[config.mk]
export PLATFORM = sky130hd
export DESIGN_NAME = background_shape_fan_tessellator_flat
export DESIGN_NICKNAME = d
export VERILOG_FILES = /design/src/rtl/core/bsft_pkg.sv /design/src/rtl/core/bsft_box_if.sv /design/src/rtl/core/bsft_vtx_if.sv /design/src/rtl/core/background_shape_fan_tessellator.sv /design/src/rtl/core/bsft_div.sv /design/src/rtl/core/bsft_mul.sv /design/src/flat_wrapper.sv
export VERILOG_INCLUDE_DIRS = /design/src /design/src/rtl/core
export SDC_FILE = /design/constraint.sdc
export NUM_CORES = 2
export LEC_CHECK = 0
export BUFFER_PORTS_ARGS = -buffer_cell sky130_fd_sc_hd__buf_4
export CORE_MARGIN = 4
export CORE_UTILIZATION = 60
export CTS_BUF_LIST = sky130_fd_sc_hd__clkbuf_4 sky130_fd_sc_hd__clkbuf_8
export DETAILED_ROUTE_END_ITERATION = 6
export PLACE_DENSITY = 0.85
export SYNTH_ARGS = -nofsm -noshare
export SYNTH_HDL_FRONTEND = slang
export SYNTH_HIERARCHICAL = 1
export SYNTH_SLANG_ARGS = --single-unit
[constraint.sdc]
create_clock -name clk -period 13.8 [get_ports clk]
set_input_delay 2.76 -clock clk [delete_from_list [all_inputs] [get_ports clk]]
set_output_delay 2.76 -clock clk [all_outputs]
set_load 0.03 [all_outputs]
[src/rtl/core/assert_macros.svh]
// shared assertion macros for the tessellator rtl
`ifndef ASSERT_MACROS_SVH
`define ASSERT_MACROS_SVH

// same-cycle implication, checked outside reset
`define BSFT_ASSERT_IMPL(label, ante, cons, msg) \
    label: assert property (@(posedge clk) disable iff (!rst_n) (ante) |-> (cons)) \
        else $error(msg);

// next-cycle implication, checked outside reset
`define BSFT_ASSERT_NEXT(label, ante, cons, msg) \
    label: assert property (@(posedge clk) disable iff (!rst_n) (ante) |=> (cons)) \
        else $error(msg);

`endif

[src/rtl/core/bsft_pkg.sv]
package bsft_pkg;

    // default sizing
    localparam int ARC_STEPS_DEF       = 36;
    localparam int COORD_FRAC_BITS_DEF = 14;

    // datapath widths
    localparam int DVD_W  = 51;
    localparam int DVS_W  = 15;
    localparam int RAD_W  = 45;
    localparam int CORD_W = 48;
    localparam int SQUARE_LEN = 6;

    // shape codes
    localparam logic [1:0] MODE_SQUARE = 2'd0;
    localparam logic [1:0] MODE_ROUND  = 2'd1;
    localparam logic [1:0] MODE_CIRCLE = 2'd2;

    // register indexes
    typedef enum logic [1:0] {
        CFG_SHAPE_MODE    = 2'd0,
        CFG_CORNER_RADIUS = 2'd1,
        CFG_CANVAS_WIDTH  = 2'd2,
        CFG_CANVAS_HEIGHT = 2'd3
    } cfg_index_t;

    // first quarter of the 10-degree sine table, 1.0 is 65536
    localparam logic [16:0] QUARTER_SIN [10] = '{
        17'd0, 17'd11380, 17'd22415, 17'd32768, 17'd42126,
        17'd50203, 17'd56756, 17'd61584, 17'd64540, 17'd65536
    };

    typedef struct packed {
        logic [15:0] min_x;
        logic [15:0] min_y;
        logic [15:0] max_x;
        logic [15:0] max_y;
        logic [15:0] scale;
        logic        restart;
    } box_t;

    typedef struct packed {
        logic signed [15:0] vertex_x;
        logic signed [15:0] vertex_y;
        logic [5:0]         vertex_index;
        logic [31:0]        fan_start;
        logic [5:0]         fan_length;
        logic               last;
    } vtx_t;

    typedef struct packed {
        logic             start;
        logic [DVD_W-1:0] dividend;
        logic [DVS_W-1:0] divisor;
    } div_req_t;

    typedef struct packed {
        logic             done;
        logic [DVD_W-1:0] quotient;
    } div_rsp_t;

    typedef struct packed {
        logic [22:0]        a;
        logic signed [17:0] b;
    } mul_req_t;

    // sine of k*10 degrees, k in 0..44
    function automatic logic signed [17:0] sin_tab(input logic [5:0] k);
        logic [5:0]         m;
        logic [5:0]         idx;
        logic               neg;
        logic signed [17:0] mag;
        m = (k >= 6'd36) ? k - 6'd36 : k;
        if (m <= 6'd9)
        begin
            idx = m;
            neg = 1'b0;
        end
        else if (m <= 6'd18)
        begin
            idx = 6'd18 - m;
            neg = 1'b0;
        end
        else if (m <= 6'd27)
        begin
            idx = m - 6'd18;
            neg = 1'b1;
        end
        else
        begin
            idx = 6'd36 - m;
            neg = 1'b1;
        end
        mag = $signed({1'b0, QUARTER_SIN[idx[3:0]]});
        return neg ? -mag : mag;
    endfunction

endpackage

[src/rtl/core/bsft_box_if.sv]
interface bsft_box_if;
    logic            valid;
    logic            ready;
    bsft_pkg::box_t  data;

    modport source (output valid, output data, input ready);
    modport sink (input valid, input data, output ready);
endinterface

[src/rtl/core/bsft_vtx_if.sv]
interface bsft_vtx_if;
    logic            valid;
    logic            ready;
    bsft_pkg::vtx_t  data;

    modport source (output valid, output data, input ready);
    modport sink (input valid, input data, output ready);
endinterface

[src/rtl/core/background_shape_fan_tessellator.sv]
// Background fan tessellator: takes one box per request and returns its background as
// projection-space vertices, one vertex per request on the output channel. Square mode
// returns 6 vertices. Rounded and circle modes return ARC_STEPS+2 vertices: the two radii
// come from a bit-serial divider, and every arc vertex takes four passes through the
// shared 23x18 multiplier before it goes to the output. The input is not ready until
// the last vertex of the current box has been taken.
`include "assert_macros.svh"

module background_shape_fan_tessellator #(
    parameter int ARC_STEPS       = bsft_pkg::ARC_STEPS_DEF,
    parameter int COORD_FRAC_BITS = bsft_pkg::COORD_FRAC_BITS_DEF
) (
    input  logic        clk,
    input  logic        rst_n,
    input  logic        cfg_we,
    input  logic [1:0]  cfg_index,
    input  logic [15:0] cfg_data,
    bsft_box_if.sink    box,
    bsft_vtx_if.source  vertex
);

    localparam int CW = bsft_pkg::CORD_W;
    localparam logic [5:0] ARC_LEN = 6'(ARC_STEPS + 2);
    localparam logic [5:0] SQ_LEN  = 6'(bsft_pkg::SQUARE_LEN);
    localparam logic [6:0] ARC_W   = 7'(ARC_STEPS);
    localparam logic signed [CW-1:0] ONE32 = CW'(64'sd1 <<< 32);
    localparam logic signed [CW-1:0] ROUND = CW'(64'sd1 <<< (31 - COORD_FRAC_BITS));
    localparam int SHIFT = 32 - COORD_FRAC_BITS;
    localparam logic [bsft_pkg::DVD_W-1:0] RAD_CAP = bsft_pkg::DVD_W'(64'd1 << 44);

    typedef enum logic [14:0] {
        S_IDLE = 15'b000000000000001,
        S_RS   = 15'b000000000000010,
        S_RSW  = 15'b000000000000100,
        S_FW   = 15'b000000000001000,
        S_FH   = 15'b000000000010000,
        S_FM   = 15'b000000000100000,
        S_DX   = 15'b000000001000000,
        S_DY   = 15'b000000010000000,
        S_VTX  = 15'b000000100000000,
        S_M1   = 15'b000001000000000,
        S_M2   = 15'b000010000000000,
        S_M3   = 15'b000100000000000,
        S_M4   = 15'b001000000000000,
        S_OUT  = 15'b010000000000000,
        S_SPR  = 15'b100000000000000
    } state_t;

    state_t state_reg, state_next;

    logic [1:0]  shape_cfg_reg;
    logic [15:0] radius_reg;
    logic [13:0] width_reg;
    logic [13:0] height_reg;
    logic [31:0] total_reg;

    bsft_pkg::box_t box_reg;
    logic [1:0]  mode_reg;
    logic        fit_reg;
    logic [31:0] start_reg;
    logic [5:0]  len_reg;
    logic [5:0]  vi_reg;
    logic [5:0]  k_reg;
    logic [5:0]  kr_reg;
    logic [31:0] rs_reg;
    logic [29:0] mw_reg;
    logic [29:0] m_reg;
    logic [bsft_pkg::RAD_W-1:0] rx_reg;
    logic [bsft_pkg::RAD_W-1:0] ry_reg;
    logic signed [63:0] acc_reg;
    logic signed [CW-1:0] x_reg;
    logic signed [15:0] ox_reg;
    logic signed [15:0] oy_reg;

    bsft_pkg::div_req_t div_req;
    bsft_pkg::div_rsp_t div_rsp;
    bsft_pkg::mul_req_t mul_req;
    logic signed [41:0] prod;

    logic [13:0] wd, hd;
    logic        arc_mode;
    logic [16:0] sum_x, sum_y;
    logic [15:0] adx, ady;
    logic signed [CW-1:0] cx, cy, dxo, dyo, xc0, xc1, yc0, yc1;
    logic signed [CW-1:0] sx0, sx1, sy0, sy1, bx, by, rx_s, ry_s;
    logic signed [CW-1:0] ox_src, oy_src;
    logic signed [63:0]   trig_sum;
    logic signed [CW-1:0] trig_off;
    logic signed [17:0]   cosv, sinv;
    logic [1:0]  quad;
    logic        last_vtx;
    logic        load_out;
    logic [29:0] m_max;
    logic [bsft_pkg::RAD_W-1:0] quo_cap;
    logic [6:0]  k_t;
    logic [5:0]  k_step;
    logic [5:0]  kr_step;

    // rounded output with saturation
    function automatic logic signed [15:0] to_out(input logic signed [CW-1:0] v);
        logic signed [CW-1:0] t;
        logic signed [CW-1:0] q;
        t = v + ROUND;
        q = t >>> SHIFT;
        if (q > $signed(CW'(32767)))
            return 16'sh7fff;
        else if (q < -$signed(CW'(32768)))
            return 16'sh8000;
        else
            return q[15:0];
    endfunction

    // radius dividend from radius times scale
    function automatic logic [bsft_pkg::DVD_W-1:0] rs_dvd(input logic [31:0] rs,
                                                          input logic circ);
        return circ ? {rs, 19'b0} : {1'b0, rs, 18'b0};
    endfunction

    bsft_div u_div (
        .clk   (clk),
        .rst_n (rst_n),
        .req   (div_req),
        .rsp   (div_rsp)
    );

    bsft_mul u_mul (
        .clk  (clk),
        .req  (mul_req),
        .prod (prod)
    );

    // box geometry
    always_comb
    begin
        wd       = (width_reg == 14'd0) ? 14'd1 : width_reg;
        hd       = (height_reg == 14'd0) ? 14'd1 : height_reg;
        arc_mode = (mode_reg == bsft_pkg::MODE_ROUND) || (mode_reg == bsft_pkg::MODE_CIRCLE);
        sum_x = {1'b0, box_reg.min_x} + {1'b0, box_reg.max_x};
        sum_y = {1'b0, box_reg.min_y} + {1'b0, box_reg.max_y};
        adx = (box_reg.max_x > box_reg.min_x) ? box_reg.max_x - box_reg.min_x
                                              : box_reg.min_x - box_reg.max_x;
        ady = (box_reg.max_y > box_reg.min_y) ? box_reg.max_y - box_reg.min_y
                                              : box_reg.min_y - box_reg.max_y;
        cx = $signed({15'b0, sum_x, 16'b0}) - ONE32;
        cy = ONE32 - $signed({15'b0, sum_y, 16'b0});
        rx_s = $signed({3'b0, rx_reg});
        ry_s = $signed({3'b0, ry_reg});
        dxo = (mode_reg == bsft_pkg::MODE_CIRCLE) ? '0 : $signed({16'b0, adx, 16'b0}) - rx_s;
        dyo = (mode_reg == bsft_pkg::MODE_CIRCLE) ? '0 : $signed({16'b0, ady, 16'b0}) - ry_s;
        xc0 = cx + dxo;
        xc1 = cx - dxo;
        yc0 = cy + dyo;
        yc1 = cy - dyo;
        sx0 = $signed({15'b0, box_reg.min_x, 17'b0}) - ONE32;
        sx1 = $signed({15'b0, box_reg.max_x, 17'b0}) - ONE32;
        sy0 = ONE32 - $signed({15'b0, box_reg.min_y, 17'b0});
        sy1 = ONE32 - $signed({15'b0, box_reg.max_y, 17'b0});
    end

    // arc angle and quarter
    always_comb
    begin
        quad = (k_reg >= 6'd27) ? 2'd3 : (k_reg >= 6'd18) ? 2'd2 : (k_reg >= 6'd9) ? 2'd1 : 2'd0;
        cosv = bsft_pkg::sin_tab(k_reg + 6'd9);
        sinv = bsft_pkg::sin_tab(k_reg);
        bx = (quad == 2'd1 || quad == 2'd2) ? xc1 : xc0;
        by = (quad >= 2'd2) ? yc1 : yc0;
        trig_sum = acc_reg + (64'(prod) <<< 23);
        trig_off = trig_sum[63:16];
        last_vtx = vi_reg == len_reg - 6'd1;
    end

    // next table step: k advances by 36/ARC_STEPS
    always_comb
    begin
        k_t    = {1'b0, kr_reg} + 7'd36;
        k_step = k_reg;
        for (int j = 0; j < 5; j++)
        begin
            if (k_t >= ARC_W)
            begin
                k_t    = k_t - ARC_W;
                k_step = k_step + 6'd1;
            end
        end
        kr_step = k_t[5:0];
    end

    // radius cap and fit maximum
    always_comb
    begin
        quo_cap = (div_rsp.quotient > RAD_CAP) ? RAD_CAP[bsft_pkg::RAD_W-1:0]
                                               : div_rsp.quotient[bsft_pkg::RAD_W-1:0];
        m_max = (mw_reg > prod[29:0]) ? mw_reg : prod[29:0];
    end

    // sequencer, multiplier and divider operands, vertex source
    always_comb
    begin
        state_next       = state_reg;
        mul_req.a        = '0;
        mul_req.b        = '0;
        div_req.start    = 1'b0;
        div_req.dividend = rs_dvd(prod[31:0], mode_reg == bsft_pkg::MODE_CIRCLE);
        div_req.divisor  = {1'b0, wd};
        ox_src   = cx;
        oy_src   = cy;
        load_out = 1'b0;
        unique case (state_reg)
            S_IDLE:
            begin
                if (box.valid)
                    state_next = (shape_cfg_reg == bsft_pkg::MODE_ROUND
                                  || shape_cfg_reg == bsft_pkg::MODE_CIRCLE) ? S_RS : S_VTX;
            end
            S_RS:
            begin
                mul_req.a  = {7'b0, radius_reg};
                mul_req.b  = $signed({2'b0, box_reg.scale});
                state_next = S_RSW;
            end
            S_RSW:
            begin
                if (fit_reg)
                    state_next = S_FW;
                else
                begin
                    div_req.start = 1'b1;
                    state_next    = S_DX;
                end
            end
            S_FW:
            begin
                mul_req.a  = {7'b0, adx};
                mul_req.b  = $signed({4'b0, wd});
                state_next = S_FH;
            end
            S_FH:
            begin
                mul_req.a  = {7'b0, ady};
                mul_req.b  = $signed({4'b0, hd});
                state_next = S_FM;
            end
            S_FM:
            begin
                div_req.start    = 1'b1;
                div_req.dividend = {4'b0, m_max, 17'b0};
                div_req.divisor  = {wd, 1'b0};
                state_next       = S_DX;
            end
            S_DX:
            begin
                div_req.dividend = fit_reg ? {4'b0, m_reg, 17'b0}
                                           : rs_dvd(rs_reg, mode_reg == bsft_pkg::MODE_CIRCLE);
                div_req.divisor  = fit_reg ? {hd, 1'b0} : {1'b0, hd};
                if (div_rsp.done)
                begin
                    div_req.start = 1'b1;
                    state_next    = S_DY;
                end
            end
            S_DY:
            begin
                if (div_rsp.done)
                    state_next = S_VTX;
            end
            S_VTX:
            begin
                mul_req.a = rx_reg[22:0];
                mul_req.b = cosv;
                if (!arc_mode)
                begin
                    ox_src = (vi_reg == 6'd1 || vi_reg == 6'd3 || vi_reg == 6'd4) ? sx1 : sx0;
                    oy_src = (vi_reg == 6'd2 || vi_reg == 6'd4 || vi_reg == 6'd5) ? sy1 : sy0;
                    load_out   = 1'b1;
                    state_next = S_OUT;
                end
                else if (vi_reg == 6'd0)
                begin
                    load_out   = 1'b1;
                    state_next = S_OUT;
                end
                else if (last_vtx)
                begin
                    if (mode_reg == bsft_pkg::MODE_ROUND)
                    begin
                        ox_src = x_reg;
                        oy_src = yc0;
                    end
                    else
                        ox_src = cx + rx_s;
                    load_out   = 1'b1;
                    state_next = S_OUT;
                end
                else
                    state_next = S_M1;
            end
            S_M1:
            begin
                mul_req.a  = {1'b0, rx_reg[44:23]};
                mul_req.b  = cosv;
                state_next = S_M2;
            end
            S_M2:
            begin
                mul_req.a  = ry_reg[22:0];
                mul_req.b  = sinv;
                state_next = S_M3;
            end
            S_M3:
            begin
                mul_req.a  = {1'b0, ry_reg[44:23]};
                mul_req.b  = sinv;
                state_next = S_M4;
            end
            S_M4:
            begin
                ox_src     = x_reg;
                oy_src     = by + trig_off;
                load_out   = 1'b1;
                state_next = S_OUT;
            end
            S_OUT:
            begin
                if (vertex.ready)
                    state_next = last_vtx ? S_IDLE : S_VTX;
            end
            default:
            begin
                state_next = S_IDLE;
            end
        endcase
    end

    // control state and configuration
    always_ff @(posedge clk or negedge rst_n)
    begin
        if (!rst_n)
        begin
            state_reg     <= S_IDLE;
            shape_cfg_reg <= bsft_pkg::MODE_SQUARE;
            radius_reg    <= 16'd0;
            width_reg     <= 14'd1024;
            height_reg    <= 14'd1024;
            total_reg     <= 32'd0;
        end
        else
        begin
            state_reg <= state_next;
            if (cfg_we)
            begin
                unique case (bsft_pkg::cfg_index_t'(cfg_index))
                    bsft_pkg::CFG_SHAPE_MODE:    shape_cfg_reg <= cfg_data[1:0];
                    bsft_pkg::CFG_CORNER_RADIUS: radius_reg    <= cfg_data;
                    bsft_pkg::CFG_CANVAS_WIDTH:  width_reg     <= cfg_data[13:0];
                    bsft_pkg::CFG_CANVAS_HEIGHT: height_reg    <= cfg_data[13:0];
                    default:                     radius_reg    <= radius_reg;
                endcase
            end
            if (state_reg == S_IDLE && box.valid)
            begin
                total_reg <= (box.data.restart ? 32'd0 : total_reg)
                             + ((shape_cfg_reg == bsft_pkg::MODE_ROUND
                                 || shape_cfg_reg == bsft_pkg::MODE_CIRCLE)
                                ? 32'(ARC_LEN) : 32'(SQ_LEN));
            end
        end
    end

    // per-box working registers
    always_ff @(posedge clk)
    begin
        if (state_reg == S_IDLE && box.valid)
        begin
            box_reg   <= box.data;
            mode_reg  <= (shape_cfg_reg == bsft_pkg::MODE_ROUND
                          || shape_cfg_reg == bsft_pkg::MODE_CIRCLE)
                         ? shape_cfg_reg : bsft_pkg::MODE_SQUARE;
            fit_reg   <= (shape_cfg_reg == bsft_pkg::MODE_CIRCLE) && (radius_reg == 16'd0);
            start_reg <= box.data.restart ? 32'd0 : total_reg;
            len_reg   <= (shape_cfg_reg == bsft_pkg::MODE_ROUND
                          || shape_cfg_reg == bsft_pkg::MODE_CIRCLE) ? ARC_LEN : SQ_LEN;
            vi_reg    <= 6'd0;
            k_reg     <= 6'd0;
            kr_reg    <= 6'd0;
        end
        if (state_reg == S_RSW)
            rs_reg <= prod[31:0];
        if (state_reg == S_FH)
            mw_reg <= prod[29:0];
        if (state_reg == S_FM)
            m_reg <= m_max;
        if (state_reg == S_DX && div_rsp.done)
            rx_reg <= quo_cap;
        if (state_reg == S_DY && div_rsp.done)
            ry_reg <= quo_cap;
        if (state_reg == S_M1 || state_reg == S_M3)
            acc_reg <= 64'(prod);
        if (state_reg == S_M2)
            x_reg <= bx + trig_off;
        if (load_out)
        begin
            ox_reg <= to_out(ox_src);
            oy_reg <= to_out(oy_src);
        end
        if (state_reg == S_OUT && vertex.ready && !last_vtx)
        begin
            vi_reg <= vi_reg + 6'd1;
            if (arc_mode && vi_reg != 6'd0)
            begin
                k_reg  <= k_step;
                kr_reg <= kr_step;
            end
        end
    end

    // handshake and result payload
    assign box.ready                = state_reg == S_IDLE;
    assign vertex.valid             = state_reg == S_OUT;
    assign vertex.data.vertex_x     = ox_reg;
    assign vertex.data.vertex_y     = oy_reg;
    assign vertex.data.vertex_index = vi_reg;
    assign vertex.data.fan_start    = start_reg;
    assign vertex.data.fan_length   = len_reg;
    assign vertex.data.last         = last_vtx;

    // checks
    `BSFT_ASSERT_IMPL(a_no_overlap, box.ready, !vertex.valid, "input taken during a fan")
    `BSFT_ASSERT_NEXT(a_idle_after_last, vertex.valid && vertex.ready && vertex.data.last,
        box.ready, "block not idle after last vertex")
    `BSFT_ASSERT_IMPL(a_index_range, vertex.valid,
        vertex.data.vertex_index < vertex.data.fan_length, "vertex index past fan end")
    `BSFT_ASSERT_IMPL(a_len_code, vertex.valid,
        vertex.data.fan_length == SQ_LEN || vertex.data.fan_length == ARC_LEN,
        "bad fan length")

endmodule

[src/rtl/core/bsft_div.sv]
module bsft_div (
    input  logic               clk,
    input  logic               rst_n,
    input  bsft_pkg::div_req_t req,
    output bsft_pkg::div_rsp_t rsp
);

    localparam int CNT_W = $clog2(bsft_pkg::DVD_W + 1);

    logic                       busy_reg;
    logic                       done_reg;
    logic [CNT_W-1:0]           cnt_reg;
    logic [bsft_pkg::DVD_W-1:0] quo_reg;
    logic [bsft_pkg::DVS_W-1:0] rem_reg;
    logic [bsft_pkg::DVS_W-1:0] dvs_reg;
    logic [bsft_pkg::DVS_W:0]   rem_sh;
    logic                       ge;
    logic [bsft_pkg::DVS_W-1:0] rem_next;
    logic [bsft_pkg::DVD_W-1:0] quo_next;

    // one restoring step: shift in a dividend bit, subtract if it fits
    always_comb
    begin
        rem_sh   = {rem_reg, quo_reg[bsft_pkg::DVD_W-1]};
        ge       = rem_sh >= {1'b0, dvs_reg};
        rem_next = ge ? bsft_pkg::DVS_W'(rem_sh - {1'b0, dvs_reg})
                      : rem_sh[bsft_pkg::DVS_W-1:0];
        quo_next = {quo_reg[bsft_pkg::DVD_W-2:0], ge};
    end

    // step counter
    always_ff @(posedge clk or negedge rst_n)
    begin
        if (!rst_n)
        begin
            busy_reg <= 1'b0;
            done_reg <= 1'b0;
            cnt_reg  <= '0;
        end
        else
        begin
            done_reg <= 1'b0;
            if (req.start)
            begin
                busy_reg <= 1'b1;
                cnt_reg  <= CNT_W'(bsft_pkg::DVD_W);
            end
            else if (busy_reg)
            begin
                cnt_reg <= cnt_reg - 1'b1;
                if (cnt_reg == CNT_W'(1))
                begin
                    busy_reg <= 1'b0;
                    done_reg <= 1'b1;
                end
            end
        end
    end

    // partial remainder and quotient
    always_ff @(posedge clk)
    begin
        if (req.start)
        begin
            quo_reg <= req.dividend;
            rem_reg <= '0;
            dvs_reg <= req.divisor;
        end
        else if (busy_reg)
        begin
            quo_reg <= quo_next;
            rem_reg <= rem_next;
        end
    end

    assign rsp.done     = done_reg;
    assign rsp.quotient = quo_reg;

endmodule

[src/rtl/core/bsft_mul.sv]
module bsft_mul (
    input  logic               clk,
    input  bsft_pkg::mul_req_t req,
    output logic signed [41:0] prod
);

    logic signed [41:0] prod_reg;

    // unsigned by signed product, registered
    always_ff @(posedge clk)
    begin
        prod_reg <= $signed({1'b0, req.a}) * req.b;
    end

    assign prod = prod_reg;

endmodule

[src/flat_wrapper.sv]
// flat-port wrapper written by rule: the top's interface ports become plain ports
module background_shape_fan_tessellator_flat 
#(
    parameter int ARC_STEPS       = bsft_pkg::ARC_STEPS_DEF,
    parameter int COORD_FRAC_BITS = bsft_pkg::COORD_FRAC_BITS_DEF
)
  (clk, rst_n, cfg_we, cfg_index, cfg_data, box_valid, box_data, box_ready, vertex_valid, vertex_data, vertex_ready);
  bsft_box_if box_i ();
  bsft_vtx_if vertex_i ();
  input  logic clk;
  input  logic rst_n;
  input  logic cfg_we;
  input  logic [1:0] cfg_index;
  input  logic [15:0] cfg_data;
  input wire logic [$bits(box_i.valid)-1:0] box_valid;
  input wire logic [$bits(box_i.data)-1:0] box_data;
  output wire logic [$bits(box_i.ready)-1:0] box_ready;
  output wire logic [$bits(vertex_i.valid)-1:0] vertex_valid;
  output wire logic [$bits(vertex_i.data)-1:0] vertex_data;
  input wire logic [$bits(vertex_i.ready)-1:0] vertex_ready;
  assign box_i.valid = box_valid;
  assign box_i.data = box_data;
  assign box_ready = box_i.ready;
  assign vertex_valid = vertex_i.valid;
  assign vertex_data = vertex_i.data;
  assign vertex_i.ready = vertex_ready;
  background_shape_fan_tessellator #(.ARC_STEPS(ARC_STEPS), .COORD_FRAC_BITS(COORD_FRAC_BITS)) u_core (.clk(clk), .rst_n(rst_n), .cfg_we(cfg_we), .cfg_index(cfg_index), .cfg_data(cfg_data), .box(box_i), .vertex(vertex_i));
endmodule
==> results.yml <==
floorplanning:
  coreArea_sq_um: 118000
  num_rows: 126
  start_util_pct: 60.7
  die_area_sq_um: 125000
  die_h_um: 354
  die_x_um: 354
  ioPinCount: 183
timing:
  hold_viol: 0
  clock_skew_ns: 0.0847
  fin_tns_setup_ns: 0
  fmaxAchievable_mhz: 78.8
  setup_viol: 0
  rsz0062_at_grt: "false"
  finalCritPeriodShare_pct: 92.0
  max_slew.worst_pin.slew_ns: 1.41
  final.min_clock_period_ns: 12.69
  slew_violations: 0
  slew_headroom_pct: 5.65
  holdWs_ns: 0.417
global_routing:
  grt_pass1_vias: 63800
  grt_max_degree: 77
  grt_pass1_wl_um: 388000
  antenna_found_initial: 9
  busiest_layer: "met2"
  met1_usage_pct: 50.4
  globalRouteOverflowTotal: 0
  grt.met3_usage_pct: 7.98
  grt_util_met2_pct: 62.6
  grt_usage_pct: 40.2
detailed_routing:
  drt_first_pass_iters: 7
  routed_via_density: 6.50
  drc: 4
  wire_per_inst_um: 25.7
  vias: 65400
  route.antenna.remaining_nets: 0
  wl_um: 259000
  drt-initial-drc-count: 7717
layout:
  stdcell_count: 10100
  layout_common_cells: "inv_1, nand2_1, ha_1"
  utilization_pct: 65.5
  syn2layout_area_growth_pct: 8.00
  final_common_cell: "inv_1"
  largest_register_ffs: 80
  fin_nets: 9483
  layout-drive-gt1-share_pct: 9.63
clock_network:
  cts_root_buf: "clkbuf_8"
  clk_pin_slew_worst_paths_ns: 0.07
  cts_setup_buffers: 0
  clock_latency_ns: 0.90
  cts.sinks: 628
  cts_buffer_depth: 3
  h-tree-depth: 3
  numCtsBuffers: 106
  cts_tree: "done"
yosys:
  synth_top_family_by_area: "adder cells"
  synth_cells: 8311
  synth_area_per_cell_sq_um: 8.64
  ys_async_sr_fraction_pct: 15.9
  synth_seq_cells: 628
  synthAdderAreaFrac_pct: 21.2
  synth-edff-count: 461
  yosys_warnings: 6
  yosys.cell_types.count: 125
  synthMuxAreaShare_pct: 4.36
  synth-compound-area-share_pct: 18.3
  synth_ff_type: "edfxtp_1"
  yosys.area_share.xor_xnor_pct: 6.41
  yosysSeqAreaShare_pct: 24.6
  synthSimpleGateAreaFrac_pct: 18.6
  synth.cell_area_sq_um: 71800
outcome:
  violations: "design-rule violations"
  outcome: "complete, but fails checks"
worst_setup_path:
  end_kind: "flop"
  critPathArrivalTime_ns: 13.28
  worstPathRequired_ns: 14.39
  crit_type: "reg -> reg"
  critPathMaxFanout: 15
  start_kind: "flop"
  crit_path_top_delay_cell: "or4b_4"
  path_common_cell: "a21oi_1"
  cpPeakStageDelay_ns: 0.63
place:
  port_buffers: 177
  place_congestion: 1.08
  dp_hpwl_um: 204000
  dp.cells: 9863
hold_path:
  hp-class: "reg -> reg"
flow_run:
  drv_cap: 0
==> path summary, 6_finish.rpt <==
| check | from | end | slack [ns] | cells past startpoint |
|---|---|---|---|---|
| max reg2reg | u_core/box_reg[28]$_DFFE_PP_ | u_core/oy_reg[13]$_SDFFCE_PN1P_ | 1.11 | 47 |
| min reg2reg | u_core/u_mul/prod[41]$_DFF_P_ | u_core/acc_reg[41]$_DFFE_PP_ | 0.42 | 0 |
| max | u_core/box_reg[28]$_DFFE_PP_ | u_core/oy_reg[13]$_SDFFCE_PN1P_ | 1.11 | 47 |
| max in group asynchronous | rst_n | u_core/width_reg[2]$_DFFE_PN0P_ | 10.69 | 2 |
| min in group asynchronous | rst_n | u_core/total_reg[31]$_DFFE_PN0P_ | 1.88 | 1 |
| min | u_core/u_mul/prod[41]$_DFF_P_ | u_core/acc_reg[41]$_DFFE_PP_ | 0.42 | 0 |
==> kinds of logic (layout without fill, tap and decap cells) <==
family,Yosys count,in the layout
XOR/XNOR,526,526
multiplexers,295,295
buffers and inverters,1228,1361
adder cells (fa/ha/maj),1007,1007
AO/OA/AOI/OAI,1951,1951
AND/OR/NAND/NOR,2674,2674
other,2,25
flip-flops,628,628
==> metal layers <==
layer / wire (um) / up-vias
met1: 98700 / 31500
met2: 113000 / 3629
met4: 21800 / 6
met5: 38 / -
li1: - / 29400
met3: 24600 / 889
==> synth_stat cells (27+ instances only) <==
cell type	n	share of area [%]
inv_1	851	4.4
nand2_1	778	4.1
ha_1	660	11
nor2_1	559	2.9
a21oi_1	487	3.4
edfxtp_1	461	19
o21ai_0	383	2.7
xnor2_1	376	4.6
fa_1	347	9.7
clkbuf_1	310	1.6
and2_1	269	2.3
nand3_1	174	1.2
nor3_1	161	1.1
xor2_1	150	1.8
mux2i_1	149	2.1
mux2_2	146	2.3
a21o_1	123	1.3
nor2b_1	122	1.1
nand2b_1	98	0.85
dfrtp_1	97	3.4
o21bai_1	87	0.91
nand4_1	86	0.75
a31oi_1	85	0.74
nor4_1	75	0.65
and3_1	69	0.60
dfxtp_1	67	1.9
o211ai_1	66	0.69
o21a_1	63	0.66
or3_1	63	0.55
a22oi_1	57	0.60
a221o_1	53	0.74
o31ai_1	53	0.55
a211oi_1	51	0.53
nor3b_1	48	0.50
o21ai_1	37	0.26
or2_2	36	0.31
a221oi_1	28	0.34
buf_1	27	0.14
or4_1	27	0.28
==> critical path, delay by kind of cell (launching register included) <==
kind,cells,cell delay (ns)
buf+inv,5,1.03
mux,1,0.37
simple gates,14,3.51
xor+xnor,2,0.37
compound gates,21,4.96
fa+ha+maj,4,1.71
flops,1,0.47
==> layout make-up <==
cell class | instances | area, sq um
Multi-Input combinational cell | 6475 | 49800
Fill cell | 9575 | 40800
Sequential cell | 628 | 17700
Inverter | 858 | 3230
Timing Repair Buffer | 303 | 2280
Tap cell | 1600 | 2000
Clock buffer | 161 | 1980
Clock inverter | 39 | 586
Antenna cell | 3 | 7.51
==> what timing repair did <==
action	in CTS	in global routing
endpoints found under the setup margin	0	16
resized for setup	0	6
hold buffers	0	0
==> metrics by stage <==
step / instance area, sq um / setup slack, ns
2_1_floorplan: 71900 / 1.72
3_3_place_gp: 75000 / 1.32
3_5_place_dp: 75000 / 0.922
4_1_cts: 77500 / 0.808
5_1_grt: 77600 / 0.101
6_report: 77600 / 1.11
Power is not shown: default switching activity piles up to over one toggle a cycle in this logic, so the estimate is an artifact.
